**src/rtl/awba_fifo.sv**
```systemverilog
// Short request queue between the front end and the back end.
// No dependencies.
`default_nettype none

module awba_fifo #(
    parameter int WIDTH = 72,
    parameter int DEPTH = 4
) (
    input  wire logic             clk,
    input  wire logic             rst_n,
    input  wire logic             push,
    input  wire logic [WIDTH-1:0] wdata,
    input  wire logic             pop,
    output logic [WIDTH-1:0]      rdata,
    output logic                  full,
    output logic                  empty
);

    localparam int PTR_W = $clog2(DEPTH);
    localparam int CNT_W = $clog2(DEPTH + 1);

    logic [WIDTH-1:0] slot_reg [DEPTH];
    logic [PTR_W-1:0] wptr_reg, rptr_reg;
    logic [CNT_W-1:0] cnt_reg;

    assign full  = (cnt_reg == CNT_W'(DEPTH));
    assign empty = (cnt_reg == '0);
    assign rdata = slot_reg[rptr_reg];

    always_ff @(posedge clk)
    begin
        if (push)
        begin
            slot_reg[wptr_reg] <= wdata;
        end
    end

    always_ff @(posedge clk or negedge rst_n)
    begin
        if (!rst_n)
        begin
            wptr_reg <= '0;
            rptr_reg <= '0;
            cnt_reg  <= '0;
        end
        else
        begin
            if (push)
            begin
                wptr_reg <= (wptr_reg == PTR_W'(DEPTH - 1)) ? '0 : wptr_reg + 1'b1;
            end
            if (pop)
            begin
                rptr_reg <= (rptr_reg == PTR_W'(DEPTH - 1)) ? '0 : rptr_reg + 1'b1;
            end
            if (push && !pop)
            begin
                cnt_reg <= cnt_reg + 1'b1;
            end
            else if (pop && !push)
            begin
                cnt_reg <= cnt_reg - 1'b1;
            end
        end
    end

endmodule

`default_nettype wire

```
**config.mk**
```make
export PLATFORM = sky130hd
export DESIGN_NAME = awba_fifo
export DESIGN_NICKNAME = d
export VERILOG_FILES = /design/src/rtl/awba_fifo.sv
export SDC_FILE = /design/constraint.sdc
export NUM_CORES = 1
export LEC_CHECK = 0
export BUFFER_PORTS_ARGS = -buffer_cell sky130_fd_sc_hd__buf_4
export CAP_MARGIN = 20
export CORE_MARGIN = 4
export CORE_UTILIZATION = 45
export CTS_CLUSTER_SIZE = 40
export DETAILED_ROUTE_END_ITERATION = 10
export HOLD_SLACK_MARGIN = 0.05
export MAX_ROUTING_LAYER = met4
export PLACE_DENSITY_LB_ADDON = 0.1
export SETUP_SLACK_MARGIN = 0.02
export SLEW_MARGIN = 20
export SYNTH_ARGS = -nofsm -noshare
export SYNTH_HDL_FRONTEND = slang
export SYNTH_SLANG_ARGS = --single-unit
```
**constraint.sdc**
```tcl
create_clock -name clk -period 3 [get_ports clk]
set_input_delay 0.45 -clock clk [delete_from_list [all_inputs] [get_ports clk]]
set_output_delay 0.45 -clock clk [all_outputs]
set_load 0.02 [all_outputs]
```
# Word level (Yosys, flattened, before mapping)

Memory sizes are Yosys's and may differ from the RTL's.
Cells that the tools add are included.

$add $sub $neg: 4
Equal/unequal tests: 3
Multiplexer cells: 6
Reductions and logical operators: 6

Operator list:

| kind                                             | count |
|---|---|
| two-way mux 3 bit                                | 2 |
| adder 2 x 1 -> 2 bit, second input constant      | 2 |
| == test 2 bit, second input constant             | 2 |
| two-way mux 2 bit                                | 2 |
| adder 3 x 1 -> 3 bit, second input constant      | 1 |
| == test 3 bit, second input constant             | 1 |
| zero test 3 bit                                  | 1 |
| subtractor 3 x 1 -> 3 bit, second input constant | 1 |
| logical AND 1 bit                                | 2 |
| zero test 1 bit                                  | 2 |
| two-way mux 1 bit                                | 2 |
| nonzero test 2 bit                               | 1 |

Bits in registers: 7
RAM bits: 288
Input bits: 76
Output and inout bits: 74
Word-level logic and storage cells: 23
Memories kept: 1

Memory list:

| name     | depth | width | read ports | clocked after Yosys merged registers in | write ports | RTL line | text |
|---|---|---|---|---|---|---|---|
| slot_reg | 4     | 72    | 1          | 0                                       | 1           | 22       | `logic [WIDTH-1:0] slot_reg [DEPTH];` |

# Logic depth before layout (Yosys ltp)

Depth after elaboration: 4
Gate-level depth with buffers: 7
Depth with buffers taken out: 7

# Least setup slack after synthesis

Ideal clock, no wire load.

Kind: register -> register
From: register wptr_reg[0]
To: memory slot_reg[0][0], enable pin
Library setup time: 0.438 ns
Arrival time: 2.308 ns
Required time: 2.562 ns
Slack: 0.254 ns
Cell stages (with the launch flop): 4
Buffers on the path: 0
Period minus slack after synthesis: 2.746 ns
Cells stage by stage: dfrtp_1 inv_1 ha_1 and2_1

RTL lines:

| element                | RTL line | text |
|---|---|---|
| from (decl)            | 23       | `logic [PTR_W-1:0] wptr_reg, rptr_reg;` |
| from (signal assigned) | 50       | `wptr_reg <= (wptr_reg == PTR_W'(DEPTH - 1)) ? '0 : wptr_reg + 1'b1;` |
| to (decl)              | 22       |  |

Straight into the memory's write port.

# Final worst setup path

From: register rptr_reg[1]
To: output port rdata[52]

Cells in the longest elaborated chain, start to end: 1

Ends and longest elaborated chain:

| element                  | RTL line | text |
|---|---|---|
| from (decl)              | 23       |  |
| from (signal assigned)   | 54       | `rptr_reg <= (rptr_reg == PTR_W'(DEPTH - 1)) ? '0 : rptr_reg + 1'b1;` |
| memory read (4 x 72 bit) | --       |  |
| to (decl)                | 14       | `output logic [WIDTH-1:0] rdata,` |

No other way between the ends.

==> flow_metrics.py <==
metrics = {
    "run_status": {
        "outcome": "finished, final reports clean",
    },
    "global_route": {
        "grt_overflow_total": 0,
        "grt_usage": 0.159,
        "antenna_found_initial": 0,
        "grt_pass1_vias": 5385,
        "grt_pass1_wl_um": 31300,
        "grt_max_degree": 40,
    },
    "timing": {
        "skew_ns": 0.00714,
        "max_freq_mhz": 370,
        "setup_viol": 0,
        "post-route-period-util": 0.901,
        "slew_viol_final": 0,
        "slew_headroom": 0.574,
        "final.min_clock_period_ns": 2.70,
        "final_hold_viol_count": 0,
        "worst_pin_slew_ns": 0.639,
        "rsz0062_at_grt": "false",
        "setup_slack_ns": 0.298,
        "tns_ns": 0,
    },
    "floorplan": {
        "fp.dieH_um": 163,
        "die_area_mm2": 0.0266,
        "die_x_um": 163,
        "rows": 56,
        "io_pins": 150,
        "core_region_area_mm2": 0.0235,
        "start_util": 0.459,
    },
    "cells_and_area": {
        "antenna_cells": 0,
        "final_cell_mix": "edfxtp_1, buf_4, mux4_2, clkbuf_16, buf_12",
        "final_util": 0.570,
        "drive_above_1_share": 0.461,
        "layout_commonest_cell": "edfxtp_1",
        "syn2layout_area_growth_pct": 24.1,
        "fin_nets": 674,
        "final_cell_area_mm2": 0.0134,
        "instances_no_fill": 933,
        "largest_reg_flops": 288,
    },
    "pwr": {
        "seqPwrFrac": 0.417,
        "vdd_drop_max_v": 0.000595,
        "power_density_mw_per_mm2": 1010,
        "p_int_w": 0.00957,
        "p_switching_w": 0.00399,
        "pwr-share-comb": 0.315,
        "p_leak_nw": 4.60,
        "swShare": 0.294,
        "p_clk_frac": 0.268,
    },
    "placement": {
        "place.gp.congestion": 0.685,
        "portBuffers": 149,
        "post_dp_cell_area_mm2": 0.0124,
        "preCtsSetupSlack_ns": 0.638,
        "hpwlAfterDp_um": 12100,
        "place_inst": 876,
    },
    "yosys": {
        "syn_nets": 496,
        "synthCells": 413,
        "postSynthAreaPerCell_um2": 26.2,
        "synth_area_mm2": 0.0108,
        "yosysWarnings": 0,
        "seq_area_frac_synth": 0.816,
        "synthDistinctLibCells": 18,
        "ys_ff_latch": 295,
    },
    "critical_path": {
        "path_max_fanout": 39,
        "path_cells": "buf_12 > mux4_2 > buf_4",
        "cpLargestDelayFamily": "flip-flops",
        "cp.required_ns": 2.55,
        "cp_slowest_stage_delay_ns": 0.83,
        "cp_num_buf_inv": 2,
        "cp_slowest_cell": "dfrtp_4",
        "startpoint_type": "flip-flop",
        "worst-endpoint-arrival_ns": 2.25,
        "crit_type": "reg -> out",
        "setup.worst_path.end_class": "output pin",
    },
    "cts": {
        "cts_tree": "done",
        "cts_buffers": 30,
        "path_clk_slew_ns": 0.06,
        "htreeDepth": 1,
        "cts_buffer_depth": 3,
        "clock_latency_ns": 0.53,
        "cts_root_buffer": "clkbuf_16",
        "cts_sinks": 295,
    },
    "detailed_routing": {
        "vias": 4857,
        "ant_nets": 0,
        "drt-total-wl_um": 20300,
        "viasPerCell": 5.21,
        "avgRoutedWirePerCell_um": 21.8,
        "post-route-drc-count": 0,
        "dr.pass1.iters": 6,
        "drt-initial-drc-count": 346,
    },
    "worst_hold_path": {
        "hp-class": "in -> reg",
    },
    "flow_run": {
        "maxCapViolations": 0,
    },
}
[routing by layer]
layer / global-route usage / wire length [um] / up-vias
li1: - / - / 2130
met1: 0.200 / 8220 / 2590
met2: 0.270 / 10700 / 108
met3: 0.0349 / 1020 / 29
met4: 0.0313 / 365 / 0
met5: - / 0 / -
[synthesized netlist by cell type]
library cell	n	area, um^2
and2_1	4	25.0
buf_2	8	40.0
buf_4	1	7.51
buf_6	7	78.8
dfrtp_1	7	175
edfxtp_1	288	8650
fa_1	1	20.0
ha_1	6	75.1
inv_1	4	15.0
mux2_2	3	33.8
mux4_2	72	1620
nand2_1	2	7.51
nor2_1	3	11.3
nor3_1	1	5.00
nor3b_1	1	7.51
o21ai_0	2	10.0
xnor2_1	1	8.76
xor2_1	2	17.5
[power groups by stage]
stage               combinational, W  clock (W)  sequential (W)
floorplan                    0.00284          0         0.00552
global placement             0.00427          0         0.00576
detailed placement           0.00428          0         0.00580
CTS                          0.00430    0.00373         0.00572
global route                 0.00457    0.00394         0.00572
finish                       0.00428    0.00363         0.00565
[per-stage QoR]
stage	hold slack (ns)	total power (W)
floorplan	0.154	0.00836
global placement	0.270	0.0100
detailed placement	0.276	0.0101
CTS	0.0908	0.0138
global route	0.0924	0.0142
finish	0.116	0.0136
[path summary, 6_finish.rpt]
path	slack, ns	depth (start not counted)	from	to
min	0.12	1	wdata[54]	slot_reg[0][54]
max in group asynchronous	2.57	2	rst_n	rptr_reg[1]
min reg2reg	0.50	1	cnt_reg[2]	cnt_reg[2]
max reg2reg	1.07	4	wptr_reg[0]	slot_reg[2][67]
max	0.30	3	rptr_reg[1]	rdata[52]
min in group asynchronous	0.28	2	rst_n	cnt_reg[0]
[layout make-up]
type / instances / area [um^2]
clock buffers: 37 / 798
clock inverters: 18 / 180
fillers: 1774 / 10100
inverters: 4 / 15.0
multi-input cells: 98 / 1850
flip-flops and latches: 295 / 8830
well taps: 319 / 399
repair buffers: 162 / 1330
[kinds of logic (layout without fill, tap and decap cells)]
group                      after synthesis  in the layout  synth area share
AOI/OAI and AO/OA                        2              2          0.000926
adders and majority gates                7              7           0.00880
and+or+nand+nor                         11             11           0.00521
muxes                                   75             75             0.153
DFF                                    295            295             0.816
buffers and inverters                   20            221            0.0131
xor gates and xnor gates                 3              3           0.00243
[repair_timing]
item	4_1_cts	5_1_grt
buffers inserted	0	1
endpoints found under the setup margin	0	19
hold buffers	1	0
hold endpoints to repair	7	0
gates resized for setup	0	0
Power figures use the tool's default switching activity.
