## src/rtl/awba_pkg.sv

```systemverilog
// Shared types and constants for the area-weighted box aggregation block.
// No dependencies; compiled first.
`default_nettype none

package awba_pkg;

    localparam int ACC_W     = 48;
    localparam int AREA_W    = 24;
    localparam int ENTRY_W   = ACC_W + 2 * AREA_W;
    localparam int TOT_W     = AREA_W + 1;
    localparam int QUO_W     = ACC_W + TOT_W;
    localparam int ROW_W     = 16;
    localparam int COL_W     = 12;
    localparam int K_W       = 5;
    localparam int KOFF_W    = 4;
    localparam int GCOL_W    = 13;
    localparam int CFG_DATA_W = 16;

    localparam logic signed [ACC_W-1:0] ACC_MAX = 48'sh7FFF_FFFF_FFFF;
    localparam logic signed [ACC_W-1:0] ACC_MIN = 48'sh8000_0000_0000;
    localparam logic [AREA_W-1:0]       AREA_SAT = 24'hFF_FFFF;

    typedef enum logic [1:0] {METH_AVG, METH_MIN, METH_MAX, METH_SUM} method_t;

    typedef enum logic [1:0] {
        REG_BOX_SIZE, REG_METHOD, REG_GRID_COLS, REG_GRID_ROWS
    } reg_index_t;

    typedef struct packed {
        logic [K_W-1:0]    box_size;
        method_t           method;
        logic [GCOL_W-1:0] grid_cols;
        logic [ROW_W-1:0]  grid_rows;
    } cfg_t;

    // Classification of one cell, made by the front end.
    typedef struct packed {
        logic             first;
        logic             box_end;
        logic             frame_end;
        logic [COL_W-1:0] bc;
        logic [ROW_W-1:0] br;
    } item_ctl_t;

    typedef enum logic [1:0] {BK_IDLE, BK_UPD, BK_DIV, BK_OUT} back_state_t;

    typedef enum logic [1:0] {DV_IDLE, DV_MUL, DV_DIV, DV_DONE} div_state_t;

endpackage

`default_nettype wire

```

## src/rtl/awba_if.sv

```systemverilog
// Valid/ready channel interfaces for cells in and boxes out.
// Depends on awba_pkg for the fixed field widths.
`default_nettype none

interface awba_cell_if #(parameter int VALUE_BITS = 24, parameter int AREA_BITS = 16);
    logic                         valid;
    logic                         ready;
    logic signed [VALUE_BITS-1:0] cell_value;
    logic                         cell_valid;
    logic [AREA_BITS-1:0]         cell_area;

    modport source (output valid, cell_value, cell_valid, cell_area, input ready);
    modport sink   (input valid, cell_value, cell_valid, cell_area, output ready);
endinterface


`default_nettype wire

```

## src/rtl/awba_front.sv

```systemverilog
// Front end: raster position counters and per-cell classification.
// Re-derives box position by serial division on a box size write. Uses awba_pkg.
`default_nettype none

module awba_front #(
    parameter int MAX_COLS   = 4096,
    parameter int VALUE_BITS = 24,
    parameter int AREA_BITS  = 16
) (
    input  wire logic                  clk,
    input  wire logic                  rst_n,
    awba_cell_if.sink                  cells,
    input  wire awba_pkg::cfg_t        cfg,
    input  wire logic                  resync,
    input  wire logic                  full,
    output logic                       push,
    output awba_pkg::item_ctl_t        push_ctl
);
    import awba_pkg::*;

    localparam logic [16:0] MAXC = 17'(MAX_COLS);

    logic [COL_W-1:0]  col_reg, bc_reg;
    logic [ROW_W-1:0]  row_reg, br_reg;
    logic [KOFF_W-1:0] cib_reg, rib_reg;
    logic              busy_reg;
    logic [3:0]        cnt_reg;
    logic [15:0]       dc_reg, dr_reg;
    logic [KOFF_W-1:0] rc_reg, rr_reg;

    logic [K_W-1:0]    k;
    logic [KOFF_W-1:0] kmax;
    logic [16:0]       cols_eff;
    logic [ROW_W-1:0]  rows_eff;
    logic              last_col, last_row, cib_end, rib_end;
    logic [K_W-1:0]    rsc, rsr;
    logic              qc, qr;
    logic [KOFF_W-1:0] rcn, rrn;
    logic [15:0]       dcn, drn;

    always_comb
    begin
        if (cfg.box_size == '0)
        begin
            k = K_W'(1);
        end
        else if (cfg.box_size > K_W'(16))
        begin
            k = K_W'(16);
        end
        else
        begin
            k = cfg.box_size;
        end
        kmax     = KOFF_W'(k - 1'b1);
        cols_eff = (cfg.grid_cols == '0) ? 17'd1 : 17'(cfg.grid_cols);
        if (cols_eff > MAXC)
        begin
            cols_eff = MAXC;
        end
        rows_eff = (cfg.grid_rows == '0) ? 16'd1 : cfg.grid_rows;
    end

    assign last_col = (17'(col_reg) >= cols_eff - 17'd1);
    assign last_row = (row_reg >= rows_eff - 16'd1);
    assign cib_end  = (cib_reg == kmax);
    assign rib_end  = (rib_reg == kmax);

    assign cells.ready = !full && !busy_reg && !resync;
    assign push        = cells.valid && cells.ready;

    assign push_ctl.first     = (cib_reg == '0) && (rib_reg == '0);
    assign push_ctl.box_end   = (cib_end || last_col) && (rib_end || last_row);
    assign push_ctl.frame_end = last_col && last_row;
    assign push_ctl.bc        = bc_reg;
    assign push_ctl.br        = br_reg;

    // one restoring-division step for column and row in parallel
    assign rsc = {rc_reg, dc_reg[15]};
    assign rsr = {rr_reg, dr_reg[15]};
    assign qc  = (rsc >= k);
    assign qr  = (rsr >= k);
    assign rcn = qc ? KOFF_W'(rsc - k) : rsc[KOFF_W-1:0];
    assign rrn = qr ? KOFF_W'(rsr - k) : rsr[KOFF_W-1:0];
    assign dcn = {dc_reg[14:0], qc};
    assign drn = {dr_reg[14:0], qr};

    always_ff @(posedge clk or negedge rst_n)
    begin
        if (!rst_n)
        begin
            col_reg  <= '0;
            row_reg  <= '0;
            bc_reg   <= '0;
            br_reg   <= '0;
            cib_reg  <= '0;
            rib_reg  <= '0;
            busy_reg <= 1'b0;
            cnt_reg  <= '0;
            dc_reg   <= '0;
            dr_reg   <= '0;
            rc_reg   <= '0;
            rr_reg   <= '0;
        end
        else if (resync)
        begin
            busy_reg <= 1'b1;
            cnt_reg  <= '0;
            dc_reg   <= 16'(col_reg);
            dr_reg   <= row_reg;
            rc_reg   <= '0;
            rr_reg   <= '0;
        end
        else if (busy_reg)
        begin
            dc_reg  <= dcn;
            dr_reg  <= drn;
            rc_reg  <= rcn;
            rr_reg  <= rrn;
            cnt_reg <= cnt_reg + 1'b1;
            if (cnt_reg == 4'd15)
            begin
                busy_reg <= 1'b0;
                bc_reg   <= dcn[COL_W-1:0];
                br_reg   <= drn;
                cib_reg  <= rcn;
                rib_reg  <= rrn;
            end
        end
        else if (push)
        begin
            if (last_col)
            begin
                col_reg <= '0;
                cib_reg <= '0;
                bc_reg  <= '0;
                if (last_row)
                begin
                    row_reg <= '0;
                    rib_reg <= '0;
                    br_reg  <= '0;
                end
                else
                begin
                    row_reg <= row_reg + 1'b1;
                    rib_reg <= rib_end ? '0 : rib_reg + 1'b1;
                    br_reg  <= rib_end ? br_reg + 1'b1 : br_reg;
                end
            end
            else
            begin
                col_reg <= col_reg + 1'b1;
                cib_reg <= cib_end ? '0 : cib_reg + 1'b1;
                bc_reg  <= cib_end ? bc_reg + 1'b1 : bc_reg;
            end
        end
    end

endmodule

`default_nettype wire

```

## src/flat_wrapper.sv

```systemverilog
// flat-port wrapper written by rule: the top's interface ports become plain ports
module awba_front_flat import awba_pkg::*;
#(
    parameter int MAX_COLS   = 4096,
    parameter int VALUE_BITS = 24,
    parameter int AREA_BITS  = 16
)
  (clk, rst_n, cfg, resync, full, push, push_ctl, cells_valid, cells_cell_value, cells_cell_valid, cells_cell_area, cells_ready);
  awba_cell_if #(.VALUE_BITS(VALUE_BITS), .AREA_BITS(AREA_BITS)) cells_i ();
  input  wire logic clk;
  input  wire logic rst_n;
  input  wire awba_pkg::cfg_t cfg;
  input  wire logic resync;
  input  wire logic full;
  output logic push;
  output awba_pkg::item_ctl_t push_ctl;
  input wire logic [$bits(cells_i.valid)-1:0] cells_valid;
  input wire logic [$bits(cells_i.cell_value)-1:0] cells_cell_value;
  input wire logic [$bits(cells_i.cell_valid)-1:0] cells_cell_valid;
  input wire logic [$bits(cells_i.cell_area)-1:0] cells_cell_area;
  output wire logic [$bits(cells_i.ready)-1:0] cells_ready;
  assign cells_i.valid = cells_valid;
  assign cells_i.cell_value = cells_cell_value;
  assign cells_i.cell_valid = cells_cell_valid;
  assign cells_i.cell_area = cells_cell_area;
  assign cells_ready = cells_i.ready;
  awba_front #(.MAX_COLS(MAX_COLS), .VALUE_BITS(VALUE_BITS), .AREA_BITS(AREA_BITS)) u_core (.clk(clk), .rst_n(rst_n), .cells(cells_i), .cfg(cfg), .resync(resync), .full(full), .push(push), .push_ctl(push_ctl));
endmodule
```

## config.mk

```make
export PLATFORM = sky130hd
export DESIGN_NAME = awba_front_flat
export DESIGN_NICKNAME = d
export VERILOG_FILES = /design/src/rtl/awba_pkg.sv /design/src/rtl/awba_if.sv /design/src/rtl/awba_front.sv /design/src/flat_wrapper.sv
export SDC_FILE = /design/constraint.sdc
export NUM_CORES = 1
export LEC_CHECK = 0
export ABC_CLOCK_PERIOD_IN_PS = 5710
export BUFFER_PORTS_ARGS = -buffer_cell sky130_fd_sc_hd__buf_4
export CELL_PAD_IN_SITES_DETAIL_PLACEMENT = 0
export CELL_PAD_IN_SITES_GLOBAL_PLACEMENT = 1
export CORE_MARGIN = 5
export CORE_UTILIZATION = 44
export DETAILED_ROUTE_END_ITERATION = 16
export HOLD_SLACK_MARGIN = 0.08
export PLACE_DENSITY = 0.88
export SLEW_MARGIN = 10
export SYNTH_ARGS = -nofsm -noshare
export SYNTH_HDL_FRONTEND = slang
export SYNTH_SLANG_ARGS = --single-unit
```

## constraint.sdc

```tcl
create_clock -name clk -period 5.71 [get_ports clk]
set_input_delay 0.571 -clock clk [delete_from_list [all_inputs] [get_ports clk]]
set_output_delay 0.571 -clock clk [all_outputs]
set_load 0.02 [all_outputs]
```

Yosys cells after proc, flatten, opt, wreduce, memory -nomap -nowiden
Index checks and enable logic that the tools add are counted.
Word-level totals
  register bits after elaboration: 109
  input port bits: 82
  output and inout bits: 33
  word-level logic and storage cells: 107
Operators by class
  add/sub/neg operators: 12
  $lt $le $gt $ge: 6
  eq/ne operators: 4
  muxes and demuxes: 44
  bitwise gates (word level): 2
  reduce and logical (&&, ||, !) cells: 27
Operator list (number)
  $mux W16: 12
  $mux W4: 19
  $mux W12: 6
  $add A16 B1 Y16 const B: 2
  $add A12 B1 Y12 const B: 2
  $ge A12 B17 Y1: 1
  $gt A17 B13 Y1 const B: 1
  $mux W17: 1
  $sub A17 B1 Y17 const B: 1
  $ge A16 B16 Y1: 1
  $logic_not A16 Y1: 1
  $sub A16 B1 Y16 const B: 1
  $logic_not A13 Y1: 1
  $mux W13: 1
  $add A4 B1 Y4 const B: 3
  $reduce_and A4 Y1: 3
  $ge A5 B5 Y1: 2
  $mux W5: 2
  $eq A4 B4 Y1: 2
  $logic_not A4 Y1: 2
  $sub A4 B4 Y4: 2
  $logic_and A1 B1 Y1: 6
  $reduce_and A3 Y1: 2
  $reduce_bool A2 Y1: 3
  11 further kinds: 18

Depth between registers and ports, before layout
Gate-level depths: netlist of the first run.
  word-level depth: 10
  depth in mapped cells: 19
  gate-level depth less buffers: 18

Worst setup path before layout of the first run
No wires, ideal clock.
  path kind: input port to output port
  start point: input port cfg[3] (netlist bit)
  end point: output port push_ctl[29] (netlist bit)
  data arrival time: 4.045 ns
  required time: 5.139 ns
  path slack: 1.094 ns
  cell stages on the path: 17
  buffers on the path: 1
  cells stage by stage: or4_1 nor4_1 and4b_1 nor2_1 ha_1 nand2_1 nor2_1 xnor2_1 ha_1 nand3_1 a31oi_1 nor2_1 a31o_2 a31oi_1 clkbuf_1 nor2_1 a21oi_1
RTL lines
  start: declaration: line flat_wrapper.sv:12  | input wire awba_pkg::cfg_t cfg;
  end: declaration: line flat_wrapper.sv:16  | output awba_pkg::item_ctl_t push_ctl;

==> results of run 1 <==
[synthesized netlist by cell type, types with 3 or more instances]
| cell type | count | share of area (%) |
|---|---|---|
| mux2i_1 | 29 | 3.9 |
| clkbuf_1 | 24 | 1.2 |
| nor4b_1 | 3 | 0.35 |
| dfrtp_1 | 109 | 36 |
| nor2b_1 | 13 | 1.1 |
| or2_2 | 7 | 0.59 |
| a31oi_1 | 11 | 0.92 |
| a211oi_1 | 8 | 0.80 |
| and3_1 | 24 | 2.0 |
| a211o_1 | 3 | 0.35 |
| o31ai_1 | 7 | 0.70 |
| a22o_1 | 10 | 1.2 |
| or4_1 | 5 | 0.50 |
| nand3_1 | 26 | 1.7 |
| o31a_1 | 5 | 0.59 |
| xor2_1 | 18 | 2.1 |
| ha_1 | 50 | 8.4 |
| or3_1 | 12 | 1.0 |
| nand2_1 | 119 | 6.0 |
| o21ai_0 | 79 | 5.3 |
| a22oi_1 | 4 | 0.40 |
| mux2_2 | 3 | 0.45 |
| a21o_1 | 8 | 0.80 |
| nor3_1 | 17 | 1.1 |
| and2_1 | 5 | 0.42 |
| a311oi_1 | 3 | 0.35 |
| nand4_1 | 11 | 0.92 |
| buf_2 | 4 | 0.27 |
| nand2b_1 | 8 | 0.67 |
| o21a_1 | 4 | 0.40 |
| a21boi_0 | 6 | 0.60 |
| nor2_1 | 57 | 2.9 |
| nor4_1 | 9 | 0.75 |
| a21oi_1 | 42 | 2.8 |
| o211ai_1 | 15 | 1.5 |
| inv_1 | 31 | 1.6 |
| xnor2_1 | 14 | 1.6 |
[kinds of logic (layout without fill, tap and decap cells)]
| logic type | Yosys count | in the layout | share of synthesized area, % |
|---|---|---|---|
| flops | 109 | 109 | 36.4 |
| fa+ha+maj | 52 | 52 | 8.89 |
| mux | 32 | 32 | 4.33 |
| compound gates | 234 | 234 | 20.4 |
| simple gates | 333 | 333 | 22.2 |
| buf+inv | 63 | 129 | 3.38 |
| xor+xnor | 34 | 34 | 4.35 |
[worst max-delay path: stages]
cell and delay (ps):
buf_4 120, or4_4 540, nor2_1 140, nand2_1 90, nor4_1 180, o21bai_1 120
ha_1 240, o21ai_1 310, nand2_1 180, o21ai_0 120, a21oi_1 110, ha_1 300
and3_1 180, o2111ai_1 130, a21o_1 210, a21oi_1 210, buf_4 230, inv_1 120
a21oi_1 240, buf_4 190
[worst min-delay path by stage]
stage / start / cells after the start / endpoint
after floorplan: rst_n / 0 / u_core.bc_reg[0]
after global placement: u_core.dc_reg[12] / 2 / u_core.dc_reg[12]
after detailed placement: u_core.dc_reg[12] / 2 / u_core.dc_reg[12]
after CTS: rst_n / 1 / u_core.rc_reg[2]
after global routing: rst_n / 1 / u_core.rc_reg[2]
final: rst_n / 1 / u_core.rc_reg[2]
[metal layers]
metal / global-route usage, % / up-vias
met4: 4.79 / 0
met3: 2.49 / 18
met5: 0 / -
met1: 27.9 / 3098
li1: - / 3264
met2: 29.4 / 143
[metrics by stage]
| step | total power, mW | std cells | setup WS [ps] | util (%) | hold WS (ps) |
|---|---|---|---|---|---|
| 6_report | 2.01 | 1143 | 615 | 51.3 | 357 |
| 5_1_grt | 2.13 | 1143 | 202 | 51.3 | 443 |
| 4_1_cts | 2.02 | 1143 | 622 | 51.3 | 404 |
| 3_5_place_dp | 1.41 | 1127 | 528 | 49.6 | 515 |
| 2_1_floorplan | 1.25 | 857 | 1090 | - | 275 |
| 3_3_place_gp | 1.40 | 1127 | 558 | 49.6 | 505 |
[cells in the final DEF (no fill, tap or decap), types with 6 or more instances in the layout]
| master | synthesis | layout |
|---|---|---|
| or2_2 | 7 | 7 |
| o211ai_1 | 15 | 15 |
| ha_1 | 50 | 50 |
| nand2b_1 | 8 | 8 |
| a21o_1 | 8 | 8 |
| and3_1 | 24 | 24 |
| a211oi_1 | 8 | 7 |
| or3_1 | 12 | 12 |
| nand3_1 | 26 | 26 |
| nor3_1 | 17 | 17 |
| a31oi_1 | 11 | 11 |
| o21ai_0 | 79 | 79 |
| a22o_1 | 10 | 10 |
| nor2_1 | 57 | 57 |
| nand4_1 | 11 | 11 |
| xnor2_1 | 14 | 14 |
| o31ai_1 | 7 | 7 |
| mux2i_1 | 29 | 29 |
| nand2_1 | 119 | 119 |
| inv_1 | 31 | 31 |
| nor2b_1 | 13 | 13 |
| dfrtp_1 | 109 | 108 |
| xor2_1 | 18 | 18 |
| a21oi_1 | 42 | 42 |
| buf_4 | 1 | 79 |
| nor4_1 | 9 | 9 |
| a21boi_0 | 6 | 6 |
| clkbuf_16 | 0 | 9 |
[cell type report]
cell class | instances | share of cell area (%)
Inverter | 33 | 1.45
Timing Repair Buffer | 80 | 7.18
Multi-Input combinational cell | 685 | 52.8
Clock buffer | 14 | 3.21
Tap cell | 220 | 3.22
Sequential cell | 109 | 32.0
Clock inverter | 2 | 0.190
[power groups by stage]
stage               Clock, mW  Sequential (mW)  Combinational, mW
floorplan                   0            0.920              0.327
global route            0.657            0.922              0.553
CTS                     0.621            0.911              0.490
global placement            0            0.924              0.479
detailed placement          0            0.926              0.488
finish                  0.614            0.911              0.486
==> impl_results.md, run 1 <==
- Initial antenna violation count: 0
- Chip Height: about 140 µm
- Power per cell area: 236 mW/mm²
- Critical Path RT: between 5000 and 6000 ps
- Sw Share: 30.9%
- Reg area: between 0.002 and 0.003 mm²
- Type of the most critical hold path: in -> async
- Reg-to-reg setup timing slack: around 2400 ps
- Syn nets: a little under 1000
- FP Rows: 47
- Tcrit/Tclk final: 89.2%
- Post-Route Skew: 9.26 ps
- Fin Setup TNS: 0 ps
- Clk_lat worst skew: 340 ps
- Register area share after synthesis: between 30% and 40%
- Yosys cell types: 77
- Count of cells resized by post-cts repair: 0
- Max Fclk: roughly 200 MHz
- Number of synthesized register bits: between 100 and 150
- DR iter-0 viols: roughly 550
- Power Internal: around 1.4 mW
- Via/cell ratio: roughly 5.7
- Global placement routability congestion: between 0.8 and 0.9
- Cells after Synth: around 860
- Worst setup SP type: input port
- Fin area: 0.00854 mm²
- Area added between synthesis and finish: 14.1%
- Global-route wire length before repair: roughly 31000 µm
- Metal1 wirelength: about 9000 µm
- Share of power burned in registers: about 45%
- Reg-to-Reg Start: u_core.busy_reg
- Mapped cell area: ~0.0075 mm²
- CP endpoint: push_ctl[29]
- Core area: 0.0166 mm²
- Total CTS buffers: 9
- Die Footprint: just under 0.02 mm²
- Met3 Wirelength: around 780 µm
- Number of synthesized flops with an enable pin: 0
- GRT Total Usage: about a fifth
- Wire length on met2: just over 8000 µm
- # IOs: roughly 120
- Per-cell routed wire length: roughly 16 µm
- Relative slew slack: slightly below 40%
- Root buf cell: clkbuf_16
- Antenna Nets Post-Route: 0
- Multi-input logic area: around 0.0045 mm²
- RSZ-0062 raised after global routing: false
- Clk pin slew, worst setup/hold paths: 70 ps
- Clock Sink Count: ~110
- Post-DP Area: 0.00825 mm²
- Crit. End Element: output pin
- Remaining global-route overflow: 0
- Clock share of power: around 31%
- Final setup violation count: 0
- Vias: about 6500
- Gate power share: between 20 and 25%
- Syn avg cell area: approximately 8.7 µm²
- Max cap viols: 0
- Final nets: between 1000 and 1500
- Final hold violation count: 0
- Largest net degree at the start of global routing: 74
- ANT cells: 0
- Status: complete, no violations
- Initial Util: 45.0%
- Asr flop ratio synth: 100%
- Fin crit period: slightly above 5000 ps
- Clock tree from TritonCTS: yes
- DRC viols: 0
- Synth warn: 0
- H-tree Lvls: 3
- Critical Path AT: roughly 4500 ps
- Reg2reg path depth: 6
- Number of global-route vias before repair: roughly 6200
- Worst Tran Pin Value: ~910 ps
- Fin. max-slew vios: 0
- Psw: between 0.6 and 0.7 mW
- Worst Setup Path Type: in -> out
- Largest vdd supply drop: ~0.15 mV
- Buffer depth of the longest clock path: 2
- Post-CTS setup buffer count: 0
- Drt pass-1 iters: 5
- Number of hold buffers added after cts: 0
- Main synth FF type: dfrtp_1
- Layout cells sized above 1: between 10% and 20%
- Routed wire length: between 15000 and 20000 µm
- FILL cells: 1574
- Die Wd: between 100 and 150 µm
- CP Max Fanout: 11
- Leakage: a little under 4 nW
- # port buffers: 71
- Hpwl dp: around 14000 µm
- FF-to-FF End: u_core.br_reg[10]
- Worst Setup SP: cfg[26]
- Highest Signal Layer: met4
No activity file was read; power rests on OpenSTA's default activity.
==> inputs of run 2 (changes only) <==
--- a/config.mk
+++ b/config.mk
@@ -9,11 +9,11 @@
 export BUFFER_PORTS_ARGS = -buffer_cell sky130_fd_sc_hd__buf_4
 export CELL_PAD_IN_SITES_DETAIL_PLACEMENT = 0
 export CELL_PAD_IN_SITES_GLOBAL_PLACEMENT = 1
-export CORE_MARGIN = 5
 export CORE_UTILIZATION = 44
 export DETAILED_ROUTE_END_ITERATION = 16
 export HOLD_SLACK_MARGIN = 0.08
 export PLACE_DENSITY = 0.88
+export REMOVE_ABC_BUFFERS = 1
 export SLEW_MARGIN = 10
 export SYNTH_ARGS = -nofsm -noshare
 export SYNTH_HDL_FRONTEND = slang
==> run 2 against run 1 <==
Total power increased by 3.3%. Critical path depth fell by 1. Sequential share of layout area down 0.13 points. Critical endpoint unchanged. Setup slack improved by 47 ps. Design area grew 0.41%. Largest power group unchanged. Register-to-register slack improved by 250 ps. Count of clock-buffer cells in the layout down 5. First-iteration DRC count down 18%. Sequential power hardly changed. Global-route usage is 2.1 points higher. Clock skew decreased by 3.4 ps. Highest routed layer unchanged. Non-clock buffer count grew 2.
==> impl_results.md, run 2 (same netlist as run 1, synthesis figures left out) <==
- Commonest non-fill, non-tap cell in the layout: nand2_1 (unchanged)
- Clk pin slew, worst setup/hold paths: 70 ps (about the same)
- Post-DP Area: 0.00825 mm² (about the same)
- Drt pass-1 iters: 5 (unchanged)
- DR iter-0 viols: 446 (was 546)
- FP Rows: 47 (unchanged)
- Post-CTS setup buffer count: 0 (unchanged)
- Crit. End Element: output pin (unchanged)
- CP Max Fanout: 12 (was 11)
- Leakage: 3.98 nW (was 3.96 nW)
- Vias: 6515 (was 6523)
- Core area: 0.0166 mm² (about the same)
- Largest vdd supply drop: 0.159 mV (was 0.146 mV)
- Area added between synthesis and finish: 14.6% (was 14.1%)
- Clock tree from TritonCTS: yes (unchanged)
- Clk_lat worst skew: 350 ps (was 340 ps)
- Layout cells sized above 1: 13.3% (was 12.9%)
- Total CTS buffers: 9 (unchanged)
- PnR worst setup slack: 661 ps (was 615 ps)
- Hold WS: 240 ps (was 357 ps)
- Largest net degree at the start of global routing: 74 (unchanged)
- Via/cell ratio: 5.69 (was 5.71)
- FILL cells: 1590 (was 1574)
- Final hold violation count: 0 (unchanged)
- Post-Route Skew: 5.90 ps (was 9.26 ps)
- Tcrit/Tclk final: 88.4% (was 89.2%)
- # port buffers: 71 (unchanged)
- Power per cell area: 242 mW/mm² (was 236 mW/mm²)
- Buf+Inv Stages, Crit Path: 4 (unchanged)
- Buffer depth of the longest clock path: 2 (unchanged)
- H-tree Lvls: 3 (unchanged)
- Chip Height: 132 µm (was 140 µm)
- Worst Setup SP: cfg[26] (unchanged)
- Fin. max-slew vios: 0 (unchanged)
- Worst setup SP type: input port (unchanged)
- Worst Setup Path Type: in -> out (unchanged)
- Per-cell routed wire length: 15.6 µm (was 16.0 µm)
- Final nets: 1054 (was 1052)
- GRT Total Usage: 21.0% (was 18.9%)
- Fin crit period: 5050 ps (was 5100 ps)
- Critical Path RT: 5140 ps (about the same)
- # IOs: 115 (unchanged)
- Initial Util: 45.1% (was 45.0%)
- DRC viols: 0 (unchanged)
- Tot Pwr: 2.08 mW (was 2.01 mW)
- Global placement routability congestion: 0.870 (was 0.843)
- Initial antenna violation count: 0 (unchanged)
- Most frequent cells in the layout: nand2_1 (119), dfrtp_1 (108), buf_4 (82) (was nand2_1 (119), dfrtp_1 (108), o21ai_0 (79), buf_4 (79), nor2_1 (57))
- Reg area: 0.00273 mm² (unchanged)
- Max Fclk: 198 MHz (was 196 MHz)
- Routed wire length: 17900 µm (was 18300 µm)
- Root buf cell: clkbuf_16 (unchanged)
- Die Footprint: 0.0175 mm² (was 0.0197 mm²)
- Fin area: 0.00857 mm² (was 0.00854 mm²)
- Type of the most critical hold path: in -> async (unchanged)
- Final setup violation count: 0 (unchanged)
- Global-route wire length before repair: 30000 µm (was 31300 µm)
- Remaining global-route overflow: 0 (unchanged)
- Die Wd: 132 µm (was 140 µm)
- Antenna Nets Post-Route: 0 (unchanged)
- RSZ-0062 raised after global routing: false (unchanged)
- Relative slew slack: 39.3% (was 39.6%)
- Max cap viols: 0 (unchanged)
- Hpwl dp: 13200 µm (was 13600 µm)
- CP Cell Sequence: buf_4 > or4_4 > nor2_1 > nand2_1 > nor4_1 > o21bai_1 > ha_1 > o21ai_1 > nand2_1 > o21ai_0 > a21oi_1 > ha_1 > a21o_1 > a221oi_1 > a21oi_1 > buf_4 > inv_1 > a21oi_1 > buf_4 (was buf_4 > or4_4 > nor2_1 > nand2_1 > nor4_1 > o21bai_1 > ha_1 > o21ai_1 > nand2_1 > o21ai_0 > a21oi_1 > ha_1 > and3_1 > o2111ai_1 > a21o_1 > a21oi_1 > buf_4 > inv_1 > a21oi_1 > buf_4)
- Worst Tran Pin Value: 907 ps (was 905 ps)
- Fin Setup TNS: 0 ps (unchanged)
- Status: complete, no violations (unchanged)
- Critical-path top delay cell: or4_4 (unchanged)
- Number of global-route vias before repair: 6082 (was 6193)
- CP peak stage delay: 540 ps (about the same)
- Number of hold buffers added after cts: 0 (unchanged)
- CP delay by family, top: compound AO/OA/AOI/OAI gates (unchanged)
- Count of cells resized by post-cts repair: 0 (unchanged)
- Setup WS pre-CTS: 660 ps (was 528 ps)
- Reg-to-Reg Start: u_core.busy_reg (unchanged)
- ANT cells: 0 (unchanged)
- Multi-input logic area: 0.00451 mm² (unchanged)
- Critical Path AT: 4480 ps (was 4520 ps)
- Clock Sink Count: 109 (unchanged)
==> run 2: path summary, 6_finish.rpt <==
path	slack, ps	cells after the start	end
hold reg to reg	520	2	u_core.dc_reg[12]
setup / recovery	660	19	push_ctl[29]
hold / removal	240	1	u_core.bc_reg[3]
setup reg to reg	2660	10	u_core.bc_reg[9]
max in group asynchronous	4270	2	u_core.dr_reg[6]
min in group clk	520	2	u_core.dc_reg[12]
==> run 2: cell type report <==
class                           instances  share of cell area [%]
Inverter                               33                    1.44
Clock buffer                            9                    2.63
Timing Repair Buffer                   82                    7.18
Tap cell                              220                    3.21
Clock inverter                          7                    1.14
Multi-Input combinational cell        685                    52.6
Sequential cell                       109                    31.8
==> run 2: through the flow <==
| step | util [%] | std cells |
|---|---|---|
| after floorplan | - | 827 |
| after global placement | 49.8 | 1129 |
| after detailed placement | 49.8 | 1129 |
| after CTS | 51.7 | 1145 |
| after global routing | 51.7 | 1145 |
| final | 51.7 | 1145 |
==> run 2: power breakdown <==
group | total, mW | switching [mW] | internal, mW
clock | 0.680 | 0.292 | 0.388
combinational | 0.488 | 0.266 | 0.221
sequential | 0.911 | 0.0760 | 0.834
==> run 2: routing by layer <==
metal | part of all wire [%] | global-route usage (%) | wire [µm] | vias up
met5 | 0 | 0 | 0 | -
met4 | 1.2 | 4.92 | 210 | 0
met3 | 4.1 | 2.99 | 738 | 17
met2 | 46 | 32.8 | 8180 | 128
met1 | 49 | 30.6 | 8770 | 3107
li1 | - | - | - | 3263
==> inputs of run 3 (changes only) <==
--- a/config.mk
+++ b/config.mk
@@ -9,10 +9,11 @@
 export BUFFER_PORTS_ARGS = -buffer_cell sky130_fd_sc_hd__buf_4
 export CELL_PAD_IN_SITES_DETAIL_PLACEMENT = 0
 export CELL_PAD_IN_SITES_GLOBAL_PLACEMENT = 1
-export CORE_UTILIZATION = 44
+export CORE_UTILIZATION = 45
+export CTS_BUF_LIST = sky130_fd_sc_hd__clkbuf_4
 export DETAILED_ROUTE_END_ITERATION = 16
 export HOLD_SLACK_MARGIN = 0.08
-export PLACE_DENSITY = 0.88
+export PLACE_DENSITY = 0.89
 export REMOVE_ABC_BUFFERS = 1
 export SLEW_MARGIN = 10
 export SYNTH_ARGS = -nofsm -noshare
==> run 3 against run 2 <==
Register-to-register slack got worse by 300 ps. Sequential cell count unchanged. Setup slack improved by 59 ps. Maximum frequency increased by 1.2%. Routed wire length increased by 0.33%. Total power decreased by 14%. Non-clock buffer count decreased by 1. Clock skew increased by 22 ps. Cell count decreased by 0.35%. Clock power decreased by 41%. Sequential power about the same.
==> impl_results.md, run 3 (same netlist as run 1, synthesis figures left out) <==
- Initial antenna violation count: 1 (was 0)
- Critical Path RT: 5140 ps (about the same)
- Most frequent cells in the layout: nand2_1 (119), dfrtp_1 (108), o21ai_0 (79), buf_4 (79), nor2_1 (57) (was nand2_1 (119), dfrtp_1 (108), buf_4 (82))
- Status: complete, no violations (unchanged)
- Via/cell ratio: 5.71 (was 5.69)
- Worst Setup Path Type: in -> out (unchanged)
- Critical Path AT: 4420 ps (was 4480 ps)
- Global-route wire length before repair: 29900 µm (was 30000 µm)
- Final hold violation count: 0 (unchanged)
- Clock Sink Count: 109 (unchanged)
- Max Fclk: 200 MHz (was 198 MHz)
- Reg-to-Reg Start: u_core.busy_reg (unchanged)
- Remaining global-route overflow: 0 (unchanged)
- Max cap viols: 0 (unchanged)
- Global placement routability congestion: 0.874 (was 0.870)
- Initial Util: 46.6% (was 45.1%)
- Critical-path top delay cell: or4_4 (unchanged)
- Number of hold buffers added after cts: 1 (was 0)
- Final cell count without fillers: 1141 (was 1145)
- RSZ-0062 raised after global routing: false (unchanged)
- Buffer depth of the longest clock path: 2 (unchanged)
- Number of global-route vias before repair: 6043 (was 6082)
- # port buffers: 71 (unchanged)
- FF-to-FF End: u_core.br_reg[10] (was u_core.bc_reg[9])
- Relative slew slack: 37.9% (was 39.3%)
- DRC viols: 0 (unchanged)
- Clk pin slew, worst setup/hold paths: 160 ps (was 70 ps)
- Total CTS buffers: 9 (unchanged)
- Cell total after placement: 1123 (was 1129)
- CP Max Fanout: 12 (unchanged)
- Final nets: 1053 (was 1054)
- Final setup violation count: 0 (unchanged)
- Type of the most critical hold path: in -> reg (was in -> async)
- Largest net degree at the start of global routing: 75 (was 74)
- Area added between synthesis and finish: 12.2% (was 14.6%)
- Power per cell area: 213 mW/mm² (was 242 mW/mm²)
- Worst Tran Pin Value: 931 ps (was 907 ps)
- Root buf cell: clkbuf_4 (was clkbuf_16)
- Drt pass-1 iters: 5 (unchanged)
- Hold endpoint: u_core.col_reg[1]
- Post-CTS setup buffer count: 0 (unchanged)
- Die Wd: 131 µm (was 132 µm)
- Post-Route Skew: 27.5 ps (was 5.90 ps)
- Routed wire length: 18000 µm (was 17900 µm)
- DR iter-0 viols: 479 (was 446)
- Vias: 6518 (was 6515)
- Leakage: 3.89 nW (was 3.98 nW)
- Fin. max-slew vios: 0 (unchanged)
- CP Cell Sequence: buf_4 > or4_4 > nor2_1 > nand2_1 > nor4_1 > o21bai_1 > ha_1 > o21ai_1 > nand2_1 > o21ai_0 > a21oi_1 > ha_1 > a21o_1 > a221oi_1 > a21oi_1 > buf_4 > inv_1 > a21oi_1 > buf_4 (unchanged)
- Largest vdd supply drop: 0.108 mV (was 0.159 mV)
- Fin crit period: 4990 ps (was 5050 ps)
- Worst setup SP type: input port (unchanged)
- Reg2reg path depth: 6 (was 10)
- GRT Total Usage: 22.1% (was 21.0%)
- Reg-to-reg setup timing slack: 2360 ps (was 2660 ps)
- # IOs: 115 (unchanged)
- Clk_lat worst skew: 480 ps (was 350 ps)
- Layout cells sized above 1: 13.0% (was 13.3%)
- FILL cells: 1536 (was 1590)
- Hold path depth: 4
- CP peak stage delay: 540 ps (about the same)
- Hpwl dp: 13200 µm (about the same)
- Chip Height: 131 µm (was 132 µm)
- Count of cells resized by post-cts repair: 0 (unchanged)
- Antenna Nets Post-Route: 0 (unchanged)
- Hold Path Origin: cells_valid
- Crit. End Element: output pin (unchanged)
- H-tree Lvls: 3 (unchanged)
- FP Rows: 46 (was 47)
- Commonest non-fill, non-tap cell in the layout: nand2_1 (unchanged)
- Tcrit/Tclk final: 87.4% (was 88.4%)
- Tot Pwr: 1.79 mW (was 2.08 mW)
- Fin Setup TNS: 0 ps (unchanged)
- Per-cell routed wire length: 15.7 µm (was 15.6 µm)
- Core area: 0.0161 mm² (was 0.0166 mm²)
- Clock tree from TritonCTS: yes (unchanged)
- Die Footprint: 0.0171 mm² (was 0.0175 mm²)
run 3: worst max-delay path by stage:
stage / from / to / slack [ps] / cells past startpoint
2_1_floorplan: cfg[26] / u_core.row_reg[11] / 990 / 17
3_3_place_gp: cfg[26] / u_core.br_reg[10] / 630 / 19
3_5_place_dp: cfg[26] / u_core.br_reg[10] / 570 / 19
4_1_cts: cfg[26] / push_ctl[29] / 690 / 20
5_1_grt: cfg[26] / push_ctl[29] / 300 / 20
6_report: cfg[26] / push_ctl[29] / 720 / 19
run 3: cell type report:
type,count,area (µm²),share of cell area (%)
Clock buffer,9,67.6,0.805
Timing Repair Buffer,81,623,7.42
Clock inverter,7,71.3,0.849
Antenna cell,1,2.50,0.0298
Sequential cell,109,2730,32.5
Inverter,33,124,1.48
Tap cell,216,270,3.22
Multi-Input combinational cell,685,4510,53.7
run 3: report_power, final:
| part | total, mW | switching [mW] | internal [mW] |
|---|---|---|---|
| logic | 0.485 | 0.263 | 0.222 |
| clock network | 0.398 | 0.264 | 0.135 |
| registers | 0.909 | 0.0740 | 0.835 |
| total | 1.79 | 0.600 | 1.19 |
run 3: layer usage:
| layer | global-route usage (%) | wire length, µm | vias up |
|---|---|---|---|
| met5 | 0 | 0 | - |
| met4 | 6.63 | 188 | 0 |
| met3 | 2.16 | 759 | 12 |
| met2 | 35.0 | 8210 | 149 |
| met1 | 31.9 | 8800 | 3098 |
| li1 | - | - | 3259 |
run 3: critical path, delay by kind of cell:
family | cells | cell delay [ps]
AO/OA/AOI/OAI | 8 | 1530
AND/OR/NAND/NOR | 5 | 1120
buffers and inverters | 4 | 650
adder cells (fa/ha/maj) | 2 | 540
run 3: stage by stage:
stage	area (µm²)	utilization (%)	setup slack, ps	hold WS, ps
after floorplan	7350	-	988	275
after global placement	8240	51.3	634	498
after detailed placement	8240	51.3	568	513
after CTS	8390	52.3	687	442
after global routing	8400	52.3	305	452
final	8400	52.3	720	464
